File: src/hdl/swmc_pkg.sv
// Shared types, constants and letter classification for the Soundex word match counter.
// No dependencies; every other file of the block imports this package.
`default_nettype none

package swmc_pkg;

   // Field widths.
   localparam int CharWidth   = 8;
   localparam int LetterWidth = 7;
   localparam int DigitsWidth = 9;
   localparam int DigitWidth  = 3;
   localparam int FillWidth   = 2;
   localparam int RspWidth    = 16;
   localparam int CsrIdxWidth = 1;
   localparam int CsrDataWidth = 9;

   // Default width of the internal match counter.
   localparam int DefaultCountWidth = 16;

   // Reset value of the target letter ('A').
   localparam logic [LetterWidth-1:0] TargetLetterReset = 7'h41;

   // Configuration register indexes.
   typedef enum logic [CsrIdxWidth-1:0] {
      CSR_TARGET_LETTER = 1'b0,
      CSR_TARGET_DIGITS = 1'b1
   } csr_index_type;

   // One input beat as held in the input register.
   typedef struct packed {
      logic [CharWidth-1:0] char_code;
      logic                 last_char;
   } char_beat_type;

   // Target code as written by software.
   typedef struct packed {
      logic [LetterWidth-1:0] letter;
      logic [DigitsWidth-1:0] digits;
   } target_type;

   // Upper-case a byte; anything that is not a lower-case letter passes unchanged.
   function automatic logic [CharWidth-1:0] to_upper(input logic [CharWidth-1:0] c);
      if (c >= "a" && c <= "z") begin
         return c - 8'd32;
      end
      return c;
   endfunction

   // True for A-Z and a-z.
   function automatic logic is_letter(input logic [CharWidth-1:0] c);
      logic [CharWidth-1:0] u;
      u = to_upper(c);
      return (u >= "A" && u <= "Z");
   endfunction

   // Soundex digit of an upper-case letter; 0 for the vowels and H, W, Y.
   function automatic logic [DigitWidth-1:0] digit_of(input logic [CharWidth-1:0] u);
      logic [DigitWidth-1:0] d;
      unique case (u)
         "B", "F", "P", "V":                     d = 3'd1;
         "C", "G", "J", "K", "Q", "S", "X", "Z": d = 3'd2;
         "D", "T":                               d = 3'd3;
         "L":                                    d = 3'd4;
         "M", "N":                               d = 3'd5;
         "R":                                    d = 3'd6;
         default:                                d = 3'd0;
      endcase
      return d;
   endfunction

endpackage

`default_nettype wire

File: src/hdl/soundex_word_match_counter_core.sv
// A beat waits in the input register; its count result is then held in the result register.
// Throughput: one character per cycle unless a last beat meets a full result register;
// the two registers let a new beat enter while an earlier result still waits to be taken.
// Reset (synchronous, active high) clears the word state, the count and both valid
// flags, and sets the target code to the letter A with no digits.
`default_nettype none

module soundex_word_match_counter_core #(
   parameter int CountWidth = swmc_pkg::DefaultCountWidth
) (
   input  wire logic                             clock,
   input  wire logic                             reset,
   // Character channel.
   input  wire logic                             req_valid,
   output logic                                  req_ready,
   input  wire logic [swmc_pkg::CharWidth-1:0]   req_char_code,
   input  wire logic                             req_last_char,
   // Result channel.
   output logic                                  rsp_valid,
   input  wire logic                             rsp_ready,
   output logic [swmc_pkg::RspWidth-1:0]         rsp_match_count,
   // Configuration channel.
   input  wire logic                             csr_valid,
   output logic                                  csr_ready,
   input  wire logic [swmc_pkg::CsrIdxWidth-1:0] csr_index,
   input  wire logic [swmc_pkg::CsrDataWidth-1:0] csr_data
);
   import swmc_pkg::*;

   target_type    target_ff;
   logic          in_valid_ff;
   char_beat_type in_beat_ff;
   logic          step;
   logic          word_hit;

   // Configuration writes are always taken.
   assign csr_ready = 1'b1;

   always_ff @(posedge clock) begin
      if (reset) begin
         target_ff.letter <= TargetLetterReset;
         target_ff.digits <= '0;
      end else if (csr_valid) begin
         unique case (csr_index_type'(csr_index))
            CSR_TARGET_LETTER: target_ff.letter <= csr_data[LetterWidth-1:0];
            CSR_TARGET_DIGITS: target_ff.digits <= csr_data[DigitsWidth-1:0];
            default:           target_ff <= target_ff;
         endcase
      end
   end

   // The held beat moves on unless it needs the result register and that is still full.
   assign step      = in_valid_ff && (!in_beat_ff.last_char || !rsp_valid || rsp_ready);
   assign req_ready = !in_valid_ff || step;

   always_ff @(posedge clock) begin
      if (reset) begin
         in_valid_ff <= 1'b0;
      end else if (req_ready) begin
         in_valid_ff <= req_valid;
      end
   end

   always_ff @(posedge clock) begin
      if (req_ready && req_valid) begin
         in_beat_ff.char_code <= req_char_code;
         in_beat_ff.last_char <= req_last_char;
      end
   end

   swmc_word_coder u_word_coder (
      .clock    (clock),
      .reset    (reset),
      .step     (step),
      .beat     (in_beat_ff),
      .target   (target_ff),
      .word_hit (word_hit)
   );

   swmc_match_counter #(
      .CountWidth (CountWidth)
   ) u_match_counter (
      .clock           (clock),
      .reset           (reset),
      .step            (step),
      .last_char       (in_beat_ff.last_char),
      .word_hit        (word_hit),
      .rsp_ready       (rsp_ready),
      .rsp_valid       (rsp_valid),
      .rsp_match_count (rsp_match_count)
   );

endmodule

`default_nettype wire

File: src/hdl/swmc_word_coder.sv
// Per-word Soundex coder: tracks the open word, builds its code and flags a target hit.
// Depends on swmc_pkg.
`default_nettype none

module swmc_word_coder (
   input  wire logic                   clock,
   input  wire logic                   reset,
   input  wire logic                   step,
   input  wire swmc_pkg::char_beat_type beat,
   input  wire swmc_pkg::target_type    target,
   output logic                        word_hit
);
   import swmc_pkg::*;

   logic                   in_word_ff, in_word_in;
   logic [LetterWidth-1:0] first_letter_ff, first_letter_in;
   logic [DigitsWidth-1:0] code_digits_ff, code_digits_in;
   logic [FillWidth-1:0]   fill_level_ff, fill_level_in;
   logic                   repeat_ok_ff, repeat_ok_in;

   logic [CharWidth-1:0]  upper;
   logic                  letter;
   logic [DigitWidth-1:0] digit;
   logic [DigitWidth-1:0] prev_digit;
   logic                  closing;
   logic                  word_open;

   assign upper  = to_upper(beat.char_code);
   assign letter = is_letter(beat.char_code);
   assign digit  = digit_of(upper);

   // Last kept digit; only looked at once at least one digit is kept.
   always_comb begin
      unique case (fill_level_ff)
         2'd1:    prev_digit = code_digits_ff[8:6];
         2'd2:    prev_digit = code_digits_ff[5:3];
         default: prev_digit = code_digits_ff[2:0];
      endcase
   end

   // Next word state for this beat.
   always_comb begin
      in_word_in      = in_word_ff;
      first_letter_in = first_letter_ff;
      code_digits_in  = code_digits_ff;
      fill_level_in   = fill_level_ff;
      repeat_ok_in    = repeat_ok_ff;
      if (letter && !in_word_ff) begin
         in_word_in      = 1'b1;
         first_letter_in = upper[LetterWidth-1:0];
         code_digits_in  = '0;
         fill_level_in   = '0;
         repeat_ok_in    = 1'b0;
      end else if (letter && fill_level_ff != 2'd3) begin
         if (digit == '0) begin
            repeat_ok_in = 1'b1;
         end else if (!(fill_level_ff != '0 && digit == prev_digit && !repeat_ok_ff)) begin
            unique case (fill_level_ff)
               2'd0:    code_digits_in[8:6] = digit;
               2'd1:    code_digits_in[5:3] = digit;
               default: code_digits_in[2:0] = digit;
            endcase
            fill_level_in = fill_level_ff + 2'd1;
            repeat_ok_in  = 1'b0;
         end
      end
      // A separator or the final beat closes the word after this beat's letter.
      closing   = !letter || beat.last_char;
      word_open = in_word_in;
      if (closing) begin
         in_word_in = 1'b0;
      end
   end

   // Compare the closing word with the target code.
   assign word_hit = step && closing && word_open
                   && first_letter_in == target.letter
                   && code_digits_in == target.digits;

   always_ff @(posedge clock) begin
      if (reset) begin
         in_word_ff      <= 1'b0;
         first_letter_ff <= '0;
         code_digits_ff  <= '0;
         fill_level_ff   <= '0;
         repeat_ok_ff    <= 1'b1;
      end else if (step) begin
         in_word_ff      <= in_word_in;
         first_letter_ff <= first_letter_in;
         code_digits_ff  <= code_digits_in;
         fill_level_ff   <= fill_level_in;
         repeat_ok_ff    <= repeat_ok_in;
      end
   end

endmodule

`default_nettype wire

File: src/hdl/swmc_match_counter.sv
// Saturating match counter and result register for one sentence.
// Depends on swmc_pkg.
`default_nettype none

module swmc_match_counter #(
   parameter int CountWidth = swmc_pkg::DefaultCountWidth
) (
   input  wire logic                          clock,
   input  wire logic                          reset,
   input  wire logic                          step,
   input  wire logic                          last_char,
   input  wire logic                          word_hit,
   input  wire logic                          rsp_ready,
   output logic                               rsp_valid,
   output logic [swmc_pkg::RspWidth-1:0]      rsp_match_count
);
   import swmc_pkg::*;

   localparam int ExtWidth = (CountWidth > RspWidth) ? CountWidth : RspWidth;

   logic [CountWidth-1:0] matches_ff, matches_in;
   logic [ExtWidth-1:0]   matches_ext;
   logic                  rsp_valid_ff;
   logic [RspWidth-1:0]   rsp_count_ff, rsp_count_in;

   // Count a hit unless the counter is already full.
   always_comb begin
      matches_in = matches_ff;
      if (word_hit && matches_ff != {CountWidth{1'b1}}) begin
         matches_in = matches_ff + CountWidth'(1);
      end
   end

   // Saturate the count to the result width.
   assign matches_ext  = ExtWidth'(matches_in);
   assign rsp_count_in = (matches_ext > ExtWidth'({RspWidth{1'b1}}))
                       ? {RspWidth{1'b1}} : matches_ext[RspWidth-1:0];

   always_ff @(posedge clock) begin
      if (reset) begin
         matches_ff   <= '0;
         rsp_valid_ff <= 1'b0;
      end else begin
         if (step) begin
            matches_ff <= last_char ? '0 : matches_in;
         end
         if (step && last_char) begin
            rsp_valid_ff <= 1'b1;
         end else if (rsp_ready) begin
            rsp_valid_ff <= 1'b0;
         end
      end
   end

   // Result payload needs no reset.
   always_ff @(posedge clock) begin
      if (step && last_char) begin
         rsp_count_ff <= rsp_count_in;
      end
   end

   assign rsp_valid       = rsp_valid_ff;
   assign rsp_match_count = rsp_count_ff;

endmodule

`default_nettype wire
File: config.mk
export PLATFORM = sky130hd
export DESIGN_NAME = soundex_word_match_counter_core
export DESIGN_NICKNAME = d
export VERILOG_FILES = /design/src/hdl/swmc_pkg.sv /design/src/hdl/soundex_word_match_counter_core.sv /design/src/hdl/swmc_word_coder.sv /design/src/hdl/swmc_match_counter.sv
export SDC_FILE = /design/constraint.sdc
export NUM_CORES = 1
export LEC_CHECK = 0
export BUFFER_PORTS_ARGS = -buffer_cell sky130_fd_sc_hd__buf_2
export CAP_MARGIN = 20
export CORE_ASPECT_RATIO = 1.5
export CORE_UTILIZATION = 60
export DETAILED_ROUTE_END_ITERATION = 10
export GPL_ROUTABILITY_DRIVEN = 0
export GPL_TIMING_DRIVEN = 0
export PLACE_DENSITY = 0.81
export SLEW_MARGIN = 20
export SYNTH_ARGS = -nofsm -noshare
export SYNTH_HDL_FRONTEND = slang
export SYNTH_SLANG_ARGS = --single-unit
File: constraint.sdc
create_clock -name clock -period 4.1 [get_ports clock]
set_input_delay 0.205 -clock clock [delete_from_list [all_inputs] [get_ports clock]]
set_output_delay 0.205 -clock clock [all_outputs]
set_load 0.005 [all_outputs]
# Yosys cells after proc, flatten, opt, wreduce, memory -nomap -nowiden
# Cells that the tools add are included.
# totals
reg_bits	79
output_inout_bits	19
# classes
n_bitwise	1
eq_ne	28
muxes	27
n_addsub	3
magnitude_cmp	5
reduce_logical	38
# ops
cell	count
== test 8 x 7 -> 1 bit, second input constant	18
2-to-1 mux 9 bit	4
2-to-1 mux 16 bit	2
case mux 3 bit (6 select lines)	1
adder 16 x 1 -> 16 bit, second input constant	1
>= comparator 8 x 7 -> 1 bit, second input constant	2
greater-than comparator 16 bit, second input constant	1
less-or-equal comparator 8 x 7 -> 1 bit, second input constant	2
2-to-1 mux 8 bit	2
!= test 16 bit, second input constant	1
logical AND 1 bit	14
== test 9 bit	1
2-to-1 mux 1 bit	9
2-to-1 mux 3 bit	3
2-to-1 mux 2 bit	4
OR reduction 8 bit	1
subtractor 8 x 6 -> 8 bit, second input constant	1
== test 7 bit	1
2-to-1 mux 7 bit	1
logical NOT 1 bit	6
case mux 3 bit (2 select lines)	1
nonzero test 2 bit	3
OR reduction 2 bit	3
logical OR 1 bit	4
other kinds (14)	16

# Longest topological paths before layout
# Gate-level depths: netlist (run 1).
# logic_depth
ltp_word	19
ltp_mapped	16
mapped_depth_nobuf	14

# Hierarchy
# From an unflattened synthesis (run 1), not the netlist that was laid out.
# hier_totals
hier_cells	535
area_unflattened_um2	4855.9
# by_module_without_submodules
mod	area_per_inst_um2	instances	cells_each	seq_area_each_um2
swmc_word_coder	2063.2	1	254	400.4
swmc_match_counter	1819.2	1	191	820.8
soundex_word_match_counter_core	973.4	1	90	610.6

# Least setup slack after synthesis (run 1)
# OpenSTA, ideal clock, no wires.
# synth_timing
path_kind	register -> register
start	register in_beat_ff[6] (netlist bit)
end	register u_match_counter.rsp_count_ff[6], in the netlist u_match_counter.rsp_match_count[6], data pin
synth_period_minus_slack_ns	3.777
slack_ns	0.323
path_buffers	2
arrival_time_ns	3.516
t_required_ns	3.839
path_stages_with_launch	17
path_cell_list	edfxtp_1 inv_1 ha_1 nor2_1 nand2b_1 o32ai_2 and2_1 xor2_1 a31oi_1 buf_6 mux2i_1 a221oi_1 a41oi_2 nor3b_2 buf_4 and3_4 xor2_2
# synth_between
elab_chain_len	19
elab_cells_between_ends	59
cone_classes	add/sub (1); order compare (5); eq/ne (21); mux (14); reduce/logical (18)
# synth_lines
element	line_no	rtl
from (decl)	soundex_word_match_counter_core.sv:32	char_beat_type in_beat_ff;
>= comparator 8 x 7 -> 1 bit / less-or-equal comparator 8 x 7 -> 1 bit (equally long branches)	swmc_pkg.sv:43	if (c >= "a" && c <= "z") begin
logical AND 1 bit	swmc_pkg.sv:43	
2-to-1 mux 1 bit	swmc_pkg.sv:43	
2-to-1 mux 8 bit *	swmc_pkg.sv:46	return c;
== test 8 x 7 -> 1 bit	swmc_pkg.sv:59	unique case (u)
OR reduction 8 bit (tied with other cells)	swmc_pkg.sv:59	
case mux 3 bit (6 select lines)	swmc_pkg.sv:59	
== test 3 bit	swmc_word_coder.sv:57	end else if (!(fill_level_ff != '0 && digit == prev_digit && !repeat_ok_ff)) begin
[4 not listed]	n/a	
2-to-1 mux 9 bit	swmc_word_coder.sv:54	end else if (letter && fill_level_ff != 2'd3) begin
2-to-1 mux 9 bit	swmc_word_coder.sv:48	if (letter && !in_word_ff) begin
== test 9 bit	swmc_word_coder.sv:78	&& code_digits_in == target.digits;
logical AND 1 bit *	swmc_word_coder.sv:78	
logical AND 1 bit *	swmc_match_counter.sv:29	if (word_hit && matches_ff != {CountWidth{1'b1}}) begin
2-to-1 mux 16 bit *	swmc_match_counter.sv:29	
net u_match_counter.matches_ext[6]	swmc_match_counter.sv:22	logic [ExtWidth-1:0] matches_ext;
greater-than comparator 16 bit	swmc_match_counter.sv:36	assign rsp_count_in = (matches_ext > ExtWidth'({RspWidth{1'b1}}))
to (signal assigned)	swmc_match_counter.sv:58	rsp_count_ff <= rsp_count_in;
to (decl)	swmc_match_counter.sv:24	logic [RspWidth-1:0] rsp_count_ff, rsp_count_in;
# Mark *: on every way through the listed nets, which the timed path passes. The rest lies on a longest branch. The select of a mux whose other input is x is not followed.
# A chain may end at the register's enable or synchronous reset.

# Final worst setup path (run 1)
# layout_timing
start	register in_beat_ff[3] (netlist bit)
end	register u_match_counter.rsp_count_ff[6], in the netlist u_match_counter.rsp_match_count[6], data pin
# Same word-level chain as after synthesis.

==> impl_metrics.csv, run 1 <==
group,metric,value,unit
setup_path,critical_path_class,"register to register",
drt,wl_per_cell,15.9,um
synthesis,synthSimpleGateAreaFrac,0.263,
floorplanning,die_x,73.1,um
grt,antenna_found_initial,0,
sta,setup_viol,0,
cells_and_area,nets,621,
power,p_sw,421,uW
drt,num_vias,4147,
synthesis,ys.flop_type,"dfxtp_1",
drt,viasPerCell,5.97,
clock_tree,ctsHtreeMaxLevel,3,
clock_tree,cts_tree,"built",
synthesis,syn-instance-count,516,
grt,track_usage,0.283,
grt,grt_first_pass_wirelength,17.1,mm
place,dp_cells,656,
clock_tree,clkSinkCount,79,
setup_path,critPathLaunchType,"register",
synthesis,ys_ff_latch,79,
cells_and_area,finalInstanceArea,5450,sq um
power,intPower,1250,uW
clock_tree,cts_buffers,9,
setup_path,critPathMaxFanout,7,
cells_and_area,diodes,0,
sta,tns,0,ns
sta,fin_crit_sh,0.980,
place,placed_area,4870,sq um
setup_path,crit_arrival,4.14,ns
clock_tree,clk_pin_slew_worst_paths,0.08,ns
setup_path,critPathSlowestCell,"edfxtp_1",
drt,drt_iter0_drc,339,
floorplanning,ios,43,
synthesis,synth_fa_ha_area_frac,0.0193,
clock_tree,cts_buffer_depth,2,
job,maxCapViolCount,0,
synthesis,yosys_warnings,0,
floorplanning,chipHeight,109,um
grt,grt.overflow.total,0,
setup_path,critical_path.max_stage_delay,0.52,ns
drt,drc,0,
worst_hold_path,holdCritPathClass,"input port to register",
synthesis,yosysMostFrequentCell,"nand2_1",
drt,wl,11.1,mm
cells_and_area,drive_gt1_frac,0.225,
floorplanning,rows,38,
drt,firstDrtPassIters,4,
grt,grt_max_degree,17,
synthesis,synth.distinct_cells,75,
synthesis,synth-xor-area-share,0.0611,
synthesis,ys_seq_area_frac,0.403,
power,pwr-share-clk,0.384,
power,p_seq_frac,0.500,
clock_tree,hold_buffers,0,
setup_path,path_cells,"buf_6 -> nand2_2 -> or3b_1 -> a211oi_4 -> xnor2_2 -> nor3b_4 -> buf_6 -> a31oi_4 -> buf_4 -> a2111oi_2 -> and4_4 -> nor3b_4 -> buf_6 -> and3_4 -> xor2_2",
place,hpwl,7.80,mm
floorplanning,core,7270,sq um
synthesis,ys_async_sr_fraction,0,
sta,fin_crit,4.02,ns
sta,timing.hold.ws,0.0111,ns
sta,hold_violations,0,
synthesis,avgSynthCellArea,8.82,sq um
cells_and_area,final_cells,695,
power,p_sw_frac,0.252,
synthesis,netlist.area_leader.share,0.238,
grt,grt_pass1_vias,3814,
cells_and_area,fillCellCount,539,
synthesis,syn_nets,547,
setup_path,crit_path_end_kind,"register",
synthesis,synth_area,4550,sq um
synthesis,synth_enable_flop_cells,25,
floorplanning,start_util,0.625,
sta,skew,0.00910,ns
sta,relSlewSlack,0.349,
power,power_frac_comb,0.116,
run_status,status,"finished, final reports clean",
clock_tree,cts_root_buf,"clkbuf_8",
clock_tree,clkLatencyLatePin,0.37,ns
cells_and_area,area_growth,19.8,%
synthesis,yosys-top-cells-area,"dfxtp_1 24%, edfxtp_1 17%, nand2_1 5.8%",
synthesis,synth_compound_area_frac,0.157,
drt,postRouteAntennaNets,0,
power,ir_worst_vdd,0.000300,V
setup_path,worstPathRequired,4.22,ns
setup_path,crit_top_cell,"buf_6",
sta,slew_violations,0,
cells_and_area,fin_util,0.749,
synthesis,synth.mux.area_fraction,0.0501,
power,leakage,0.00207,uW
synthesis,synth_top_area_cell,"dfxtp_1",
sta,fmax,249,MHz
power,power_density,306,nW/um^2
place,io_buffers,40,
synthesis,synth_top_family_by_area,"simple AND/OR/NAND/NOR gates",
synthesis,synth_commonest_cells,"70 x nand2_1, 54 x dfxtp_1, 42 x nor2_1",
floorplanning,die_area,7940,sq um
sta,worstMarginPinSlew,0.972,ns
[power groups by stage]
stage	Combinational [uW]	Sequential (uW)	Clock, uW
after floorplan	116	850	0
after global placement	159	852	0
after detailed placement	163	853	0
after CTS	172	834	642
after global routing	209	837	669
final	193	835	641
[state kept, by name, summed over array words and instances (netlist names), 2 cells and up]
name,count
u_word_coder.fill_level_ff,2
in_beat_ff,9
target_ff,16
u_word_coder.first_letter_ff,7
u_match_counter.matches_ff,16
u_word_coder.code_digits_ff,9
u_match_counter.rsp_match_count,16
[final cells by class]
type / instances / area [sq um] / share of cell area
multi-input combinational: 391 / 2660 / 0.489
sequential: 79 / 1830 / 0.336
timing repair buffer: 63 / 380 / 0.0698
clock buffer: 12 / 176 / 0.0324
buffer: 29 / 160 / 0.0294
tap: 100 / 125 / 0.0230
inverter: 17 / 63.8 / 0.0117
clock inverter: 4 / 50.0 / 0.00918
[worst max-delay path, delay by kind of cell, from the launching register on]
| family | cells | cell delay, ns |
|---|---|---|
| DFF | 1 | 0.52 |
| AOI/OAI and AO/OA | 3 | 0.80 |
| and+or+nand+nor | 6 | 1.57 |
| buffers and inverters | 4 | 0.68 |
| xor gates and xnor gates | 2 | 0.21 |
[cells in the final DEF, fill, tap and decap left out, drive strengths merged, types with 8 or more instances in the layout]
master  count
buf        72
nand2      71
dfxtp      54
nor2       44
clkbuf     32
a21oi      31
edfxtp     25
nand3      24
o21ai      24
mux2i      19
xnor2      18
inv        17
nand4      13
nor3       12
xor2       12
and2       10
and3       10
a31oi       9
a22oi       8
nor3b       8
[layer usage]
| metal | part of all wire | global-route usage | vias to the layer above | routed length, um |
|---|---|---|---|---|
| met5 | 0 | 0 | - | 0 |
| met4 | 0.036 | 0.154 | 0 | 400 |
| met3 | 0.046 | 0.0453 | 39 | 512 |
| met2 | 0.54 | 0.530 | 150 | 6010 |
| met1 | 0.38 | 0.292 | 1963 | 4160 |
| li1 | - | - | 1995 | - |
[per-stage QoR]
stage | setup slack [ns] | power [uW]
finish | 0.0813 | 1670
global route | -0.0859 | 1710
CTS | 0.00430 | 1650
detailed placement | -0.325 | 1020
global placement | -0.199 | 1010
floorplan | 0.323 | 966
[repair_timing]
action / 4_1_cts / 5_1_grt
cloned: 0 / 0
buffers inserted: 5 / 18
pin swaps: 1 / 13
setup endpoints to repair: 31 / 28
resized for setup: 10 / 29
[logic make-up after synthesis]
family	after synthesis
AO/OA/AOI/OAI	103
XOR/XNOR	30
adder cells (fa/ha/maj)	7
buffers and inverters	46
flip-flops	79
multiplexers	22
other	1
AND/OR/NAND/NOR	228
[final timing paths]
kind | startpoint | end | slack (ns) | cells after the start
worst max-delay path | in_beat_ff[3]$_DFFE_PP_ | u_match_counter.rsp_match_count[6]$_DFFE_PP_ | 0.08 | 15
worst min-delay path | req_char_code[6] | in_beat_ff[7]$_DFFE_PP_ | 0.01 | 1
worst max register to register | in_beat_ff[3]$_DFFE_PP_ | u_match_counter.rsp_match_count[6]$_DFFE_PP_ | 0.08 | 15
worst min register to register | target_ff[13]$_SDFFE_PP0P_ | target_ff[13]$_SDFFE_PP0P_ | 0.47 | 2
Power figures use the tool's default switching activity.
==> run 2: changes to the inputs <==
--- a/config.mk
+++ b/config.mk
@@ -5,9 +5,9 @@
 export SDC_FILE = /design/constraint.sdc
 export NUM_CORES = 1
 export LEC_CHECK = 0
+export ABC_CLOCK_PERIOD_IN_PS = 4100
 export BUFFER_PORTS_ARGS = -buffer_cell sky130_fd_sc_hd__buf_2
 export CAP_MARGIN = 20
-export CORE_ASPECT_RATIO = 1.5
 export CORE_UTILIZATION = 60
 export DETAILED_ROUTE_END_ITERATION = 10
 export GPL_ROUTABILITY_DRIVEN = 0
==> run 2 against run 1 <==
Effect of this change:
- sequential power is essentially flat
- register-to-register slack lost 0.02 ns
- global-route usage grew 0.96 points
- routed wire length grew 5.4%
- via count grew 3.5%
- worst setup slack lost 0.023 ns
- core utilization grew 1.5 points
- critical endpoint unchanged
- largest power group unchanged
- highest routed layer is now met5
==> impl_metrics.csv, run 2 (synthesized netlist as in run 1, its figures left out) <==
group,metric,value,unit
run_status,status,"finished, final reports clean",
cells_and_area,layout_common_cells,"69 x nand2_1, 54 x dfxtp_1, 42 x buf_2, 40 x nor2_1, 34 x buf_4",
floorplanning,die_x,89.1,um
cells_and_area,fillCellCount,496,
clock_tree,clkSinkCount,79,
clock_tree,cts_buffer_depth,2,
setup_path,crit_arrival,4.15,ns
place,place_ws,-0.344,ns
sta,hold_violations,0,
cells_and_area,diodes,0,
drt,drc,0,
sta,setup_viol,0,
worst_hold_path,holdCritPathClass,"input port to register",
power,p_sw_frac,0.262,
job,maxCapViolCount,0,
drt,wl,11.7,mm
setup_path,critical_path.max_stage_delay,0.58,ns
setup_path,critPathMaxFanout,5,
grt,grt_max_degree,17,
grt,track_usage,0.293,
floorplanning,ios,43,
floorplanning,chipHeight,89.1,um
power,power_density,297,nW/um^2
setup_path,reg2reg_slack,0.06,ns
clock_tree,clkLatencyLatePin,0.36,ns
grt,grt.overflow.total,0,
sta,fin_crit_sh,0.986,
cells_and_area,drive_gt1_frac,0.247,
setup_path,r2r_start,"in_beat_ff[8]$_DFFE_PP_",
power,pwr-share-clk,0.367,
setup_path,path_buf_inv,1,
clock_tree,cts_root_buf,"clkbuf_8",
clock_tree,clk_pin_slew_worst_paths,0.08,ns
setup_path,path_cells,"nand2b_1 -> a211o_1 -> a221oi_4 -> nor3_1 -> mux2i_1 -> or4_1 -> nor3_2 -> o311a_1 -> and4_4 -> nor3b_4 -> buf_6 -> and3_4 -> xor2_2",
sta,skew,0.00976,ns
clock_tree,cts_tree,"built",
grt,antenna_found_initial,1,
sta,setup_slack,0.0580,ns
power,ir_worst_vdd,0.000196,V
sta,rsz0062_at_grt,"true",
drt,firstDrtPassIters,5,
sta,fmax,247,MHz
setup_path,path_delay_family,"simple AND/OR/NAND/NOR gates",
setup_path,r2r_end,"u_match_counter.rsp_match_count[6]$_DFFE_PP_",
drt,num_vias,4294,
drt,drt_iter0_drc,274,
sta,worstMarginPinSlew,0.726,ns
drt,postRouteAntennaNets,0,
power,power_frac_comb,0.128,
drt,viasPerCell,6.08,
sta,slew_violations,0,
floorplanning,start_util,0.624,
setup_path,critPathSlowestCell,"or4_1",
floorplanning,rows,31,
setup_path,critPathLaunchType,"register",
setup_path,crit_path_end_kind,"register",
power,intPower,1220,uW
floorplanning,die_area,7930,sq um
sta,fin_crit,4.04,ns
power,p_seq_frac,0.505,
power,design_power_total,1660,uW
cells_and_area,nets,633,
place,io_buffers,40,
clock_tree,ctsHtreeMaxLevel,3,
cells_and_area,final_common_cell,"nand2_1",
worst_hold_path,hold_path_depth,1,
setup_path,reg2reg_depth,13,
worst_hold_path,whs_endpoint,"in_beat_ff[1]$_DFFE_PP_",
place,hpwl,7.65,mm
sta,relSlewSlack,0.516,
grt,grt_first_pass_wirelength,17.8,mm
power,p_sw,434,uW
clock_tree,cts_buffers,9,
drt,wl_per_cell,16.5,um
setup_path,critical_path_class,"register to register",
worst_hold_path,hp-start,"req_char_code[0]",
cells_and_area,fin_util,0.764,
cells_and_area,area_growth,22.5,%
power,leakage,0.00212,uW
grt,grt_pass1_vias,3950,
setup_path,worstPathRequired,4.21,ns
floorplanning,core,7290,sq um
==> run 2: cell count changes in the layout (fill, tap and decap cells not counted), sizes merged <==
cell	previous run	this run
dlygate4sd3	0	2
clkbuf	32	30
clkinv	1	3
buf	72	83
clkinvlp	2	1
==> run 2: per-layer routing <==
metal,track usage,wire length (um)
met5,0,13
met4,0.139,387
met1,0.326,4640
met2,0.529,5970
met3,0.0674,670
==> run 2: worst max-delay path by stage <==
stage | from | end | slack, ns | depth (start not counted)
final | in_beat_ff[8]$_DFFE_PP_ | u_match_counter.rsp_match_count[6]$_DFFE_PP_ | 0.06 | 13
after global routing | in_beat_ff[7]$_DFFE_PP_ | u_match_counter.rsp_match_count[15]$_DFFE_PP_ | -0.08 | 14
after CTS | in_beat_ff[6]$_DFFE_PP_ | u_match_counter.rsp_match_count[5]$_DFFE_PP_ | 0.008 | 16
after detailed placement | in_beat_ff[6]$_DFFE_PP_ | u_match_counter.rsp_match_count[6]$_DFFE_PP_ | -0.34 | 15
after global placement | in_beat_ff[6]$_DFFE_PP_ | u_match_counter.rsp_match_count[6]$_DFFE_PP_ | -0.25 | 15
after floorplan | in_beat_ff[6]$_DFFE_PP_ | u_match_counter.rsp_match_count[6]$_DFFE_PP_ | 0.32 | 16
==> run 2: what timing repair did <==
item / in CTS / in global routing
pin swaps: 3 / 14
setup buffers: 7 / 24
endpoints found under the hold margin: 0 / 2
hold buffers: 0 / 2
gates cloned: 0 / 1
gates resized for setup: 12 / 36
setup endpoints to repair: 31 / 32
==> run 2: worst reg2reg max path, delay by kind of cell (launching register included) <==
| kind | cells | cell delay (ns) |
|---|---|---|
| and+or+nand+nor | 7 | 2.05 |
| AOI/OAI and AO/OA | 3 | 0.94 |
| DFF | 1 | 0.43 |
| buffers and inverters | 1 | 0.16 |
| muxes | 1 | 0.15 |
| xor gates and xnor gates | 1 | 0.07 |
==> run 2: power by group through the flow <==
stage | clock, uW | sequential [uW] | combinational [uW]
floorplan | 0 | 850 | 116
CTS | 611 | 834 | 174
global route | 645 | 837 | 229
global placement | 0 | 852 | 158
detailed placement | 0 | 853 | 163
finish | 608 | 835 | 213
==> run 2: stage by stage <==
step / instance area (sq um) / std cells / TNS (ns) / hold slack [ns]
final: 5570 / 706 / 0 / 0.0156
after global routing: 5570 / 706 / -0.563 / 0.00772
after CTS: 5210 / 678 / 0 / 0.0127
after detailed placement: 4870 / 655 / -5.91 / 0.383
after global placement: 4870 / 655 / -2.58 / 0.381
after floorplan: 4550 / 516 / 0 / 0.304
==> run 2: layout make-up <==
class / count / area [sq um] / share of cell area
Multi-Input combinational cell: 391 / 2720 / 0.487
Sequential cell: 79 / 1830 / 0.329
Timing Repair Buffer: 75 / 463 / 0.0831
Buffer: 29 / 168 / 0.0301
Clock buffer: 11 / 151 / 0.0272
Tap cell: 99 / 124 / 0.0222
Inverter: 17 / 63.8 / 0.0115
Clock inverter: 5 / 56.3 / 0.0101
